--- config.mk ---
export PLATFORM = sky130hd
export DESIGN_NAME = key_debounce_long_press_fsm_flat
export DESIGN_NICKNAME = d
export VERILOG_FILES = /design/src/sv/kdlp_pkg.sv /design/src/sv/kdlp_if.sv /design/src/sv/key_debounce_long_press_fsm.sv /design/src/sv/kdlp_scan_timer.sv /design/src/sv/kdlp_lane.sv /design/src/sv/kdlp_merge.sv /design/src/flat_wrapper.sv
export SDC_FILE = /design/constraint.sdc
export NUM_CORES = 1
export LEC_CHECK = 0
export ABC_AREA = 1
export BUFFER_PORTS_ARGS = -buffer_cell sky130_fd_sc_hd__buf_2
export CELL_PAD_IN_SITES_DETAIL_PLACEMENT = 1
export CELL_PAD_IN_SITES_GLOBAL_PLACEMENT = 1
export CORE_AREA = 2 2 131 133
export CTS_CLUSTER_SIZE = 12
export DETAILED_ROUTE_END_ITERATION = 12
export DIE_AREA = 0 0 133 135
export PLACE_DENSITY = 0.93
export SYNTH_ARGS = -nofsm -noshare
export SYNTH_HDL_FRONTEND = slang
export SYNTH_SLANG_ARGS = --single-unit
--- constraint.sdc ---
create_clock -name clk -period 10.25 [get_ports clk]
set_input_delay 0.5125 -clock clk [delete_from_list [all_inputs] [get_ports clk]]
set_output_delay 0.5125 -clock clk [all_outputs]
set_load 0.005 [all_outputs]
--- src/sv/kdlp_pkg.sv ---
// ----------------------------------------------------------------------------
// kdlp_pkg
// Shared widths, register indexes, reset values, key phase and value codes,
// and the structs passed between the scan logic, the key lanes and the merge.
// ----------------------------------------------------------------------------
package kdlp_pkg;

    localparam int KEYS_DEFAULT = 3;

    localparam int INTERVAL_W = 8;
    localparam int COUNT_W    = 16;
    localparam int VAL_W      = 2;
    localparam int PHASE_W    = 2;

    localparam int CFG_IDX_W  = 2;
    localparam int CFG_DATA_W = 16;

    // Configuration register indexes
    localparam logic [CFG_IDX_W-1:0] REG_SCAN_INTERVAL = 2'd0;
    localparam logic [CFG_IDX_W-1:0] REG_LONG_COUNT    = 2'd1;
    localparam logic [CFG_IDX_W-1:0] REG_PRESS_LEVEL   = 2'd2;

    localparam logic [INTERVAL_W-1:0] SCAN_INTERVAL_RST = 8'd10;
    localparam logic [COUNT_W-1:0]    LONG_COUNT_RST    = 16'd200;
    localparam logic                  PRESS_LEVEL_RST   = 1'b0;

    // Key phases
    localparam logic [PHASE_W-1:0] PH_UP            = 2'd0;
    localparam logic [PHASE_W-1:0] PH_PRESS_BOUNCE  = 2'd1;
    localparam logic [PHASE_W-1:0] PH_DOWN          = 2'd2;
    localparam logic [PHASE_W-1:0] PH_RELEASE_BOUNCE = 2'd3;

    // Key value codes
    localparam logic [VAL_W-1:0] VAL_NONE         = 2'd0;
    localparam logic [VAL_W-1:0] VAL_CLICK        = 2'd1;
    localparam logic [VAL_W-1:0] VAL_LONG_RELEASE = 2'd2;
    localparam logic [VAL_W-1:0] VAL_LONG_HELD    = 2'd3;

    // Common control fanned out to every lane
    typedef struct packed {
        logic               step;
        logic               press_level;
        logic [COUNT_W-1:0] long_count;
    } lane_ctrl_t;

    // What one lane found on this item
    typedef struct packed {
        logic [VAL_W-1:0] value;
        logic             click;
        logic             long_hit;
    } lane_res_t;

endpackage

--- src/sv/kdlp_if.sv ---
// ----------------------------------------------------------------------------
// kdlp_if
// Valid/ready channels of the key debouncer: tick input, event output and
// configuration write.
// ----------------------------------------------------------------------------
interface kdlp_key_if
    import kdlp_pkg::*;
    #(parameter int NUM_KEYS = KEYS_DEFAULT)
    ();
    logic                valid;
    logic                ready;
    logic [NUM_KEYS-1:0] key_levels;

    modport source (output valid, output key_levels, input ready);
    modport sink   (input valid, input key_levels, output ready);
endinterface

interface kdlp_evt_if
    import kdlp_pkg::*;
    #(parameter int NUM_KEYS = KEYS_DEFAULT)
    ();
    logic                      valid;
    logic                      ready;
    logic                      scanned;
    logic [VAL_W*NUM_KEYS-1:0] key_values;
    logic [NUM_KEYS-1:0]       click_pulses;
    logic [NUM_KEYS-1:0]       long_pulses;

    modport source (output valid, output scanned, output key_values,
                    output click_pulses, output long_pulses, input ready);
    modport sink   (input valid, input scanned, input key_values,
                    input click_pulses, input long_pulses, output ready);
endinterface

interface kdlp_cfg_if
    import kdlp_pkg::*;
    ();
    logic                  valid;
    logic                  ready;
    logic [CFG_IDX_W-1:0]  index;
    logic [CFG_DATA_W-1:0] wdata;

    modport source (output valid, output index, output wdata, input ready);
    modport sink   (input valid, input index, input wdata, output ready);
endinterface

--- src/sv/key_debounce_long_press_fsm.sv ---
// ----------------------------------------------------------------------------
// key_debounce_long_press_fsm
// Debounce NUM_KEYS keys on a millisecond tick and report clicks, long
// presses and the current key value codes, one event item per tick.
// ----------------------------------------------------------------------------
//
//   port     dir   payload                                        role
//   -------  ----  ---------------------------------------------  -----------
//   cfg      in    index, wdata                                   reg write
//   key_in   in    key_levels                                     ms tick
//   evt_out  out   scanned, key_values, click_pulses, long_pulses events
//
// One tick item is accepted per clock when evt_out keeps up; its event item
// appears in the output register on the next cycle, so throughput is one
// item per clock, set by the single-stage lane update feeding that register.
// key_in.ready drops only while the output register holds an item that
// evt_out has not taken; a stall on evt_out backs up directly to key_in.
// Reset clears the tick counter, puts every key in the up phase with value
// none, and loads scan_interval 10, long_count 200, press_level 0.
// cfg is always ready; writes to an unused index are dropped.
//
module key_debounce_long_press_fsm
    import kdlp_pkg::*;
#(
    parameter int NUM_KEYS = KEYS_DEFAULT
)
(
    input  logic        clk,
    input  logic        rst_n,
    kdlp_cfg_if.sink    cfg,
    kdlp_key_if.sink    key_in,
    kdlp_evt_if.source  evt_out
);

    // Configuration registers
    logic [INTERVAL_W-1:0] scan_interval_reg;
    logic [COUNT_W-1:0]    long_count_reg;
    logic                  press_level_reg;

    logic       accept;
    logic       scan;
    logic       in_ready;
    lane_ctrl_t ctrl;
    lane_res_t  res [NUM_KEYS];

    // ------------------------------------------------------------------
    // Register writes: always take them, decode the index.
    // ------------------------------------------------------------------
    assign cfg.ready = 1'b1;

    always_ff @(posedge clk or negedge rst_n)
    begin
        if (!rst_n)
        begin
            scan_interval_reg <= SCAN_INTERVAL_RST;
            long_count_reg    <= LONG_COUNT_RST;
            press_level_reg   <= PRESS_LEVEL_RST;
        end
        else if (cfg.valid)
        begin
            unique case (cfg.index)
                REG_SCAN_INTERVAL: scan_interval_reg <= cfg.wdata[INTERVAL_W-1:0];
                REG_LONG_COUNT:    long_count_reg    <= cfg.wdata[COUNT_W-1:0];
                REG_PRESS_LEVEL:   press_level_reg   <= cfg.wdata[0];
                default:
                begin
                    // unused index: drop the write
                end
            endcase
        end
    end

    // ------------------------------------------------------------------
    // Input handshake: take a tick whenever the output register has room.
    // ------------------------------------------------------------------
    assign key_in.ready = in_ready;
    assign accept       = key_in.valid && in_ready;

    // Decide whether this tick scans the keys
    kdlp_scan_timer u_timer (
        .clk           (clk),
        .rst_n         (rst_n),
        .advance       (accept),
        .scan_interval (scan_interval_reg),
        .scan          (scan)
    );

    // Lanes step only on accepted ticks that scan
    always_comb
    begin
        ctrl.step        = accept && scan;
        ctrl.press_level = press_level_reg;
        ctrl.long_count  = long_count_reg;
    end

    // ------------------------------------------------------------------
    // One debounce lane per key, all stepping on the same scan.
    // ------------------------------------------------------------------
    for (genvar k = 0; k < NUM_KEYS; k++)
    begin : g_lane
        kdlp_lane u_lane (
            .clk   (clk),
            .rst_n (rst_n),
            .ctrl  (ctrl),
            .level (key_in.key_levels[k]),
            .res   (res[k])
        );
    end

    // Combine lane results and register the event item
    kdlp_merge #(
        .NUM_KEYS (NUM_KEYS)
    ) u_merge (
        .clk      (clk),
        .rst_n    (rst_n),
        .advance  (accept),
        .scan     (scan),
        .res      (res),
        .evt_out  (evt_out),
        .in_ready (in_ready)
    );

endmodule

--- src/sv/kdlp_scan_timer.sv ---
// ----------------------------------------------------------------------------
// kdlp_scan_timer
// Millisecond tick counter; flags a scan once more than scan_interval ticks
// have passed since the last one.
// ----------------------------------------------------------------------------
module kdlp_scan_timer
    import kdlp_pkg::*;
(
    input  logic                  clk,
    input  logic                  rst_n,
    input  logic                  advance,
    input  logic [INTERVAL_W-1:0] scan_interval,
    output logic                  scan
);

    logic [INTERVAL_W-1:0] elapsed_reg;
    logic [INTERVAL_W-1:0] elapsed_next;
    logic [INTERVAL_W:0]   tick_count;

    always_comb
    begin
        // compare one bit wider so an interval of 255 still scans
        tick_count   = {1'b0, elapsed_reg} + (INTERVAL_W+1)'(1);
        scan         = tick_count > {1'b0, scan_interval};
        elapsed_next = elapsed_reg;
        if (advance)
        begin
            elapsed_next = scan ? '0 : tick_count[INTERVAL_W-1:0];
        end
    end

    always_ff @(posedge clk or negedge rst_n)
    begin
        if (!rst_n)
        begin
            elapsed_reg <= '0;
        end
        else
        begin
            elapsed_reg <= elapsed_next;
        end
    end

    a_scan_restarts: assert property (@(posedge clk) disable iff (!rst_n)
        (advance && scan) |=> (elapsed_reg == '0))
        else $error("tick counter not restarted after a scan");

endmodule

--- src/sv/kdlp_lane.sv ---
// ----------------------------------------------------------------------------
// kdlp_lane
// Per-key debounce machine: up, press bounce, down, release bounce, with a
// saturating hold counter for long-press detection.
// ----------------------------------------------------------------------------
module kdlp_lane
    import kdlp_pkg::*;
(
    input  logic       clk,
    input  logic       rst_n,
    input  lane_ctrl_t ctrl,
    input  logic       level,
    output lane_res_t  res
);

    logic [PHASE_W-1:0] phase_reg;
    logic [PHASE_W-1:0] phase_next;
    logic [COUNT_W-1:0] hold_reg;
    logic [COUNT_W-1:0] hold_next;
    logic [VAL_W-1:0]   value_reg;
    logic [VAL_W-1:0]   value_next;
    logic [COUNT_W-1:0] hold_inc;
    logic               pressed;
    logic               short_hold;
    logic               click;
    logic               long_hit;

    always_comb
    begin
        pressed    = (level == ctrl.press_level);
        // saturate at long_count
        hold_inc   = (hold_reg < ctrl.long_count) ? hold_reg + COUNT_W'(1) : hold_reg;
        short_hold = (hold_inc < ctrl.long_count);

        phase_next = phase_reg;
        hold_next  = hold_reg;
        value_next = value_reg;
        click      = 1'b0;
        long_hit   = 1'b0;

        if (ctrl.step)
        begin
            unique case (phase_reg)
                PH_UP:
                begin
                    if (pressed)
                    begin
                        phase_next = PH_PRESS_BOUNCE;
                    end
                    else
                    begin
                        value_next = VAL_NONE;
                    end
                end
                PH_PRESS_BOUNCE:
                begin
                    if (pressed)
                    begin
                        phase_next = PH_DOWN;
                        hold_next  = '0;
                    end
                    else
                    begin
                        phase_next = PH_UP;
                    end
                end
                PH_DOWN:
                begin
                    hold_next = hold_inc;
                    if (short_hold)
                    begin
                        if (!pressed)
                        begin
                            value_next = VAL_CLICK;
                            click      = 1'b1;
                            phase_next = PH_RELEASE_BOUNCE;
                        end
                    end
                    else if (!pressed)
                    begin
                        value_next = VAL_LONG_RELEASE;
                        phase_next = PH_RELEASE_BOUNCE;
                    end
                    else
                    begin
                        long_hit   = (value_reg != VAL_LONG_HELD);
                        value_next = VAL_LONG_HELD;
                    end
                end
                PH_RELEASE_BOUNCE:
                begin
                    // hold here while the key still reads pressed
                    if (!pressed)
                    begin
                        phase_next = PH_UP;
                        value_next = VAL_NONE;
                    end
                end
            endcase
        end

        res.value    = value_next;
        res.click    = click;
        res.long_hit = long_hit;
    end

    always_ff @(posedge clk or negedge rst_n)
    begin
        if (!rst_n)
        begin
            phase_reg <= PH_UP;
            hold_reg  <= '0;
            value_reg <= VAL_NONE;
        end
        else
        begin
            phase_reg <= phase_next;
            hold_reg  <= hold_next;
            value_reg <= value_next;
        end
    end

    a_release_value: assert property (@(posedge clk) disable iff (!rst_n)
        (phase_reg == PH_RELEASE_BOUNCE) |->
            ((value_reg == VAL_CLICK) || (value_reg == VAL_LONG_RELEASE)))
        else $error("release bounce without a click or long-release value");

endmodule

--- src/sv/kdlp_merge.sv ---
// ----------------------------------------------------------------------------
// kdlp_merge
// Gather the lane results into one event item and hold it in the output
// register until the sink takes it.
// ----------------------------------------------------------------------------
module kdlp_merge
    import kdlp_pkg::*;
#(
    parameter int NUM_KEYS = KEYS_DEFAULT
)
(
    input  logic               clk,
    input  logic               rst_n,
    input  logic               advance,
    input  logic               scan,
    input  lane_res_t          res [NUM_KEYS],
    kdlp_evt_if.source         evt_out,
    output logic               in_ready
);

    logic                      valid_reg;
    logic                      valid_next;
    logic                      scanned_reg;
    logic [VAL_W*NUM_KEYS-1:0] values_reg;
    logic [NUM_KEYS-1:0]       clicks_reg;
    logic [NUM_KEYS-1:0]       longs_reg;
    logic [VAL_W*NUM_KEYS-1:0] values_next;
    logic [NUM_KEYS-1:0]       clicks_next;
    logic [NUM_KEYS-1:0]       longs_next;

    always_comb
    begin
        for (int k = 0; k < NUM_KEYS; k++)
        begin
            values_next[k*VAL_W +: VAL_W] = res[k].value;
            clicks_next[k]                = res[k].click;
            longs_next[k]                 = res[k].long_hit;
        end
        in_ready   = !valid_reg || evt_out.ready;
        valid_next = advance || (valid_reg && !evt_out.ready);
    end

    always_ff @(posedge clk or negedge rst_n)
    begin
        if (!rst_n)
        begin
            valid_reg <= 1'b0;
        end
        else
        begin
            valid_reg <= valid_next;
        end
    end

    always_ff @(posedge clk)
    begin
        if (advance)
        begin
            scanned_reg <= scan;
            values_reg  <= values_next;
            clicks_reg  <= clicks_next;
            longs_reg   <= longs_next;
        end
    end

    assign evt_out.valid        = valid_reg;
    assign evt_out.scanned      = scanned_reg;
    assign evt_out.key_values   = values_reg;
    assign evt_out.click_pulses = clicks_reg;
    assign evt_out.long_pulses  = longs_reg;

    a_item_lands: assert property (@(posedge clk) disable iff (!rst_n)
        advance |=> valid_reg)
        else $error("accepted item did not reach the output register");

    a_pulses_need_scan: assert property (@(posedge clk) disable iff (!rst_n)
        (advance && !scan) |=> ((clicks_reg == '0) && (longs_reg == '0)))
        else $error("event pulse on a tick without a scan");

endmodule
--- src/flat_wrapper.sv ---
// flat-port wrapper written by rule: the top's interface ports become plain ports
module key_debounce_long_press_fsm_flat import kdlp_pkg::*;
#(
    parameter int NUM_KEYS = KEYS_DEFAULT
)
  (clk, rst_n, cfg_valid, cfg_index, cfg_wdata, cfg_ready, key_in_valid, key_in_key_levels, key_in_ready, evt_out_valid, evt_out_scanned, evt_out_key_values, evt_out_click_pulses, evt_out_long_pulses, evt_out_ready);
  kdlp_cfg_if cfg_i ();
  kdlp_key_if #(.NUM_KEYS(NUM_KEYS)) key_in_i ();
  kdlp_evt_if #(.NUM_KEYS(NUM_KEYS)) evt_out_i ();
  input  logic clk;
  input  logic rst_n;
  input wire logic [$bits(cfg_i.valid)-1:0] cfg_valid;
  input wire logic [$bits(cfg_i.index)-1:0] cfg_index;
  input wire logic [$bits(cfg_i.wdata)-1:0] cfg_wdata;
  output wire logic [$bits(cfg_i.ready)-1:0] cfg_ready;
  input wire logic [$bits(key_in_i.valid)-1:0] key_in_valid;
  input wire logic [$bits(key_in_i.key_levels)-1:0] key_in_key_levels;
  output wire logic [$bits(key_in_i.ready)-1:0] key_in_ready;
  output wire logic [$bits(evt_out_i.valid)-1:0] evt_out_valid;
  output wire logic [$bits(evt_out_i.scanned)-1:0] evt_out_scanned;
  output wire logic [$bits(evt_out_i.key_values)-1:0] evt_out_key_values;
  output wire logic [$bits(evt_out_i.click_pulses)-1:0] evt_out_click_pulses;
  output wire logic [$bits(evt_out_i.long_pulses)-1:0] evt_out_long_pulses;
  input wire logic [$bits(evt_out_i.ready)-1:0] evt_out_ready;
  assign cfg_i.valid = cfg_valid;
  assign cfg_i.index = cfg_index;
  assign cfg_i.wdata = cfg_wdata;
  assign cfg_ready = cfg_i.ready;
  assign key_in_i.valid = key_in_valid;
  assign key_in_i.key_levels = key_in_key_levels;
  assign key_in_ready = key_in_i.ready;
  assign evt_out_valid = evt_out_i.valid;
  assign evt_out_scanned = evt_out_i.scanned;
  assign evt_out_key_values = evt_out_i.key_values;
  assign evt_out_click_pulses = evt_out_i.click_pulses;
  assign evt_out_long_pulses = evt_out_i.long_pulses;
  assign evt_out_i.ready = evt_out_ready;
  key_debounce_long_press_fsm #(.NUM_KEYS(NUM_KEYS)) u_core (.clk(clk), .rst_n(rst_n), .cfg(cfg_i), .key_in(key_in_i), .evt_out(evt_out_i));
endmodule
Yosys cells after proc, flatten, opt, wreduce, memory -nomap -nowiden
Cells that the tools add are included.
{"block": "totals", "register_bits": 107, "inputBits": 26, "output_inout_bits": 16, "wordCells": 147}
{"block": "classes", "n_addsub": 4, "order_cmp": 7, "eq_ne": 29, "n_mux": 46, "n_bitwise": 7, "reduce_logical": 32}
{"cell": "$lt A16 B16 Y1", "n": 6}
{"cell": "$mux W16", "n": 6}
{"cell": "$pmux W16 S2", "n": 3}
{"cell": "$add A16 B1 Y16 const B", "n": 3}
{"cell": "$mux W2", "n": 24}
{"cell": "$ne A2 B2 Y1 const B", "n": 15}
{"cell": "$pmux W2 S4", "n": 3}
{"cell": "$reduce_and A3 Y1", "n": 6}
{"cell": "$eq A2 B2 Y1 const B", "n": 7}
{"cell": "$pmux W2 S2", "n": 3}
{"cell": "$reduce_and A4 Y1", "n": 3}
{"cell": "$reduce_or A4 Y1", "n": 3}
{"cell": "$add A8 B1 Y9 const B", "n": 1}
{"cell": "$gt A9 B8 Y1", "n": 1}
{"cell": "$eq A2 B1 Y1 const B", "n": 4}
{"cell": "$logic_not A2 Y1", "n": 4}
{"cell": "$mux W8", "n": 1}
{"cell": "$not A1 Y1", "n": 7}
{"cell": "$mux W1", "n": 6}
{"cell": "$reduce_and A2 Y1", "n": 3}
{"cell": "$reduce_bool A2 Y1", "n": 3}
{"cell": "$reduce_or A2 Y1", "n": 3}
{"cell": "$eq A1 B1 Y1", "n": 3}
{"cell": "$logic_and A1 B1 Y1", "n": 3}
{"cell": "other kinds (2)", "n": 4}

Depth between registers and ports, before layout
{"block": "logic_depth", "depth_word": 6, "depth_mapped": 26, "mapped_depth_nobuf": 26}

Cells and area by module
A second synthesis with hierarchy kept.
{"block": "unflattened", "hier_cells": 1091, "area_unflattened_um2": 8503.2}
{"module": "kdlp_lane at u_core.g_lane[0].u_lane ...", "instances": 2, "cells_per_inst": 278, "area_per_inst_um2": 2069.5, "seq_area_each_um2": 500.5}
{"module": "kdlp_lane at u_core.g_lane[1].u_lane", "instances": 1, "cells_per_inst": 276, "area_per_inst_um2": 2068.2, "seq_area_each_um2": 500.5}
{"module": "key_debounce_long_press_fsm", "instances": 1, "cells_per_inst": 119, "area_per_inst_um2": 1089.8, "seq_area_each_um2": 631.9}
{"module": "kdlp_scan_timer", "instances": 1, "cells_per_inst": 122, "area_per_inst_um2": 770.7, "seq_area_each_um2": 200.2}
{"module": "kdlp_merge", "instances": 1, "cells_per_inst": 18, "area_per_inst_um2": 435.4, "seq_area_each_um2": 415.4}

Least setup slack after synthesis
No wires, ideal clock.
{"block": "synth_timing", "path_type": "register to register", "from": "register u_core.long_count_reg[7]", "to": "register u_core.u_merge.longs_reg[2] (netlist: u_core.u_merge.evt_out.long_pulses[2]) (data pin)", "setup_ns": 0.255, "arrival_time_ns": 3.569, "t_required_ns": 9.995, "slack_ns": 6.425, "path_stages_with_launch": 22, "n_path_buf": 0, "period_less_slack_ns": 3.825, "cell_sequence": "dfstp_2 inv_1 ha_1 nand2_1 inv_1 nor3_1 nand2_1 nand2_2 nand2_4 nor2_2 nand3_1 nor2_2 nand3_1 nor2_2 xor2_1 inv_1 ha_1 a21oi_1 nor2_1 a2111oi_0 nand2_1 and3_1"}
{"block": "synth_via", "elab_chain_len": 4}
{"item": "from (decl)", "line_no": "key_debounce_long_press_fsm.sv:37", "text": "logic [COUNT_W-1:0] long_count_reg;"}
{"item": "from (signal assigned)", "line_no": "key_debounce_long_press_fsm.sv:63", "text": "REG_LONG_COUNT: long_count_reg <= cfg.wdata[COUNT_W-1:0];"}
{"item": "$lt A16 B16 Y1", "line_no": "kdlp_lane.sv:32", "text": "hold_inc = (hold_reg < ctrl.long_count) ? hold_reg + COUNT_W'(1) : hold_reg;"}
{"item": "$mux W16", "line_no": "kdlp_lane.sv:32"}
{"item": "$lt A16 B16 Y1 *", "line_no": "kdlp_lane.sv:33", "text": "short_hold = (hold_inc < ctrl.long_count);"}
{"item": "$reduce_or A4 Y1 (no line) *"}
{"item": "to (signal assigned)", "line_no": "kdlp_merge.sv:62", "text": "longs_reg <= longs_next;"}
{"item": "to (decl)", "line_no": "kdlp_merge.sv:26", "text": "logic [NUM_KEYS-1:0] longs_reg;"}
Mark *: on every way between the ends. The rest lies on a longest branch, timed or not.
A chain may end at the register's enable or synchronous reset.

Worst setup path after layout
{"block": "layout_timing", "from": "register u_core.long_count_reg[15]", "to": "register u_core.u_merge.longs_reg[2] (netlist: u_core.u_merge.evt_out.long_pulses[2]) (data pin)"}
The elaborated chain is that of the path after synthesis.

==> impl_metrics.json <==
{
  "synth_top_area_cell": "dfrtp_1",
  "whs_ns": 0.108,
  "cts_made_buffers": 9,
  "cts_tree": "done",
  "power_mw": 2.49,
  "regArea_um2": 2750,
  "final_util": 0.547,
  "path_buf_inv": 2,
  "ff2ff_setup_slack_ns": 5.24,
  "clk_latency_ns": 0.37,
  "status": "finished clean",
  "rsz0062_at_grt": "false",
  "grt_pass1_vias": 8219,
  "hp-class": "in -> async",
  "cts_num_sinks": 107,
  "grt_usage": 0.301,
  "fin_crit_sh": 0.489,
  "syn_area_um2": 8270,
  "syn_nets": 1166,
  "clock_path_buffers": 2,
  "nNetsFinal": 1204,
  "rr_startpoint": "u_core.long_count_reg[15]",
  "cts_hold_buf": 0,
  "slew_headroom": 0.327,
  "p_per_area_nw_per_um2": 278,
  "wl_per_cell_um": 20.6,
  "drt_first_pass_iters": 5,
  "required_ns": 10.39,
  "skew_ns": 0.0132,
  "area_growth_pct": 8.43,
  "dieArea_um2": 18000,
  "via_per_inst": 5.84,
  "hpwl_um": 18600,
  "crit_type": "reg -> reg",
  "layoutNonFillerInstCount": 1286,
  "grt_max_degree": 58,
  "ys_ff_latch": 107,
  "synth_top_area_frac": 0.269,
  "ir_drop_mv": 0.113,
  "critPathMaxStageDelay_ns": 0.84,
  "clk_pin_slew_ns": 0.08,
  "vias": 7509,
  "max_freq_mhz": 200,
  "ios": 42,
  "max_slew.worst_pin.slew_ns": 0.984,
  "cts.htree.levels": 3,
  "fillCellCount": 1987,
  "drcViolationCount": 0,
  "ys_warn_count": 0,
  "drt-total-wl_um": 26500,
  "start_util": 0.504,
  "largest_reg_flops": 48,
  "ant_nets": 0,
  "dpl.cell_count": 1270,
  "setup_violations": 0,
  "n_antenna_cell": 0,
  "cap_violations": 0,
  "cts_resized": 0,
  "rr_endpoint": "u_core.u_merge.evt_out.long_pulses[2]",
  "die_y_um": 135,
  "grt_pass1_wl_um": 42500,
  "cp.arrival_ns": 5.15,
  "syn_avg_cell_area_um2": 8.08,
  "synth.distinct_cells": 42,
  "crit_chain": "inv_1 -> ha_1 -> a21oi_1 -> o21ai_0 -> nor2_1 -> nand2_4 -> nor2_2 -> nand3_1 -> nor2_2 -> nand3_1 -> nor2_2 -> xor2_1 -> inv_1 -> ha_1 -> a21oi_1 -> nor2_1 -> a2111oi_0 -> nand2_1 -> and3_1",
  "cp_common_cell": "nor2_2",
  "final_cell_mix": "nand2_1, inv_1, ha_1, dfrtp_1, nor2_1",
  "synthTopCellsByArea": "dfrtp_1, ha_1, nand2_1, inv_1, edfxtp_1",
  "rows": 47,
  "tns_ns": 0,
  "maxSlewViolCount": 0,
  "period_minus_slack_ns": 5.01,
  "clockRootBuffer": "clkbuf_16",
  "grt_overflow_total": 0,
  "reg2regPathDepth": 19,
  "syn_inst": 1023,
  "multi_input_comb_area_um2": 4740,
  "final_common_cell": "nand2_1",
  "io_buffers": 40,
  "gp_congestion": 0.891,
  "postCtsSetupRepairBufs": 0,
  "core_area_um2": 16400,
  "antenna_found_initial": 0,
  "drive_gt1_frac": 0.112,
  "seq_area_frac_synth": 0.332,
  "hold_viol": 0,
  "critPathSlowestCell": "a2111oi_0",
  "first_iter_violations": 529,
  "worstSetupEndpointType": "register",
  "worst_setup_path_start_kind": "register",
  "crit_family": "simple AND/OR/NAND/NOR gates",
  "leakagePower_nw": 4.78,
  "crit_fanout": 8,
  "dieWidth_um": 133
}
## kinds of logic (layout without fill, tap and decap cells)
group | after synthesis | after routing | synth area share
buf+inv | 196 | 239 | 0.0949
simple gates | 396 | 396 | 0.216
xor+xnor | 43 | 43 | 0.0455
flops | 107 | 107 | 0.332
compound gates | 163 | 163 | 0.134
fa+ha+maj | 117 | 117 | 0.177
other cells | 1 | 1 | 0.000453
## final cells by class
class,count,share of cell area
multi-input combinational,720,0.528
sequential,107,0.307
inverter,181,0.0766
tap,220,0.0307
clock buffer,10,0.0255
timing repair buffer,42,0.0243
clock inverter,6,0.00809
## power breakdown
part	switching [mW]	internal (mW)	leakage (nW)
combinational	0.873	0.497	3.36
clock	0.186	0.194	0.149
sequential	0.162	0.575	1.27
total	1.22	1.27	4.78
## how the worst max path moves through the flow
stage | startpoint | to | slack (ns) | cells after the start
2_1_floorplan | u_core.long_count_reg[7] | u_core.u_merge.evt_out.long_pulses[2] | 6.43 | 21
3_3_place_gp | u_core.long_count_reg[15] | u_core.u_merge.evt_out.long_pulses[2] | 5.98 | 20
3_5_place_dp | u_core.long_count_reg[11] | u_core.u_merge.evt_out.long_pulses[2] | 5.58 | 20
4_1_cts | u_core.long_count_reg[15] | u_core.u_merge.evt_out.long_pulses[2] | 5.36 | 19
5_1_grt | u_core.long_count_reg[9] | u_core.u_merge.evt_out.key_values[5] | 4.93 | 22
6_report | u_core.long_count_reg[15] | u_core.u_merge.evt_out.long_pulses[2] | 5.24 | 19
## cell usage after synthesis
| cell | instances |
|---|---|
| o21bai_1 | 2 |
| a211oi_1 | 5 |
| clkbuf_1 | 8 |
| nor2_1 | 72 |
| nand2_1 | 198 |
| or2_2 | 4 |
| buf_6 | 4 |
| a2111oi_0 | 1 |
| o21a_1 | 1 |
| o21ai_0 | 55 |
| nor2_8 | 3 |
| ha_1 | 117 |
| or4_1 | 1 |
| inv_8 | 1 |
| a2111oi_2 | 1 |
| nand4_1 | 12 |
| xor2_1 | 43 |
| dfrtp_1 | 89 |
| o221a_2 | 2 |
| dfstp_2 | 5 |
| nand2_4 | 4 |
| nand2_2 | 5 |
| nand3_1 | 42 |
| conb_1 | 1 |
| nor3_2 | 2 |
| a21o_1 | 1 |
| nand3_2 | 1 |
| nor4_1 | 6 |
| o21ai_1 | 1 |
| nand3b_1 | 2 |
| and2_1 | 3 |
| o22ai_1 | 8 |
| nor2_4 | 1 |
| o22ai_2 | 30 |
| nor2_2 | 3 |
| edfxtp_1 | 13 |
| and3_1 | 1 |
| a21boi_0 | 3 |
| nor3_1 | 36 |
| buf_4 | 3 |
| a21oi_1 | 53 |
| inv_1 | 180 |
## metal layers
layer,part of all wire,vias to the layer above,GRT usage
li1,-,3427,-
met5,0,-,0
met3,0.036,92,0.0330
met1,0.41,3741,0.352
met2,0.51,249,0.544
met4,0.045,0,0.163
## metrics by stage
| stage | setup slack [ns] | instance area [um2] |
|---|---|---|
| 2_1_floorplan | 6.43 | 8270 |
| 3_3_place_gp | 5.98 | 8670 |
| 3_5_place_dp | 5.58 | 8670 |
| 4_1_cts | 5.36 | 8970 |
| 5_1_grt | 4.93 | 8970 |
| 6_report | 5.24 | 8970 |
(Power assumes the default switching activity.)
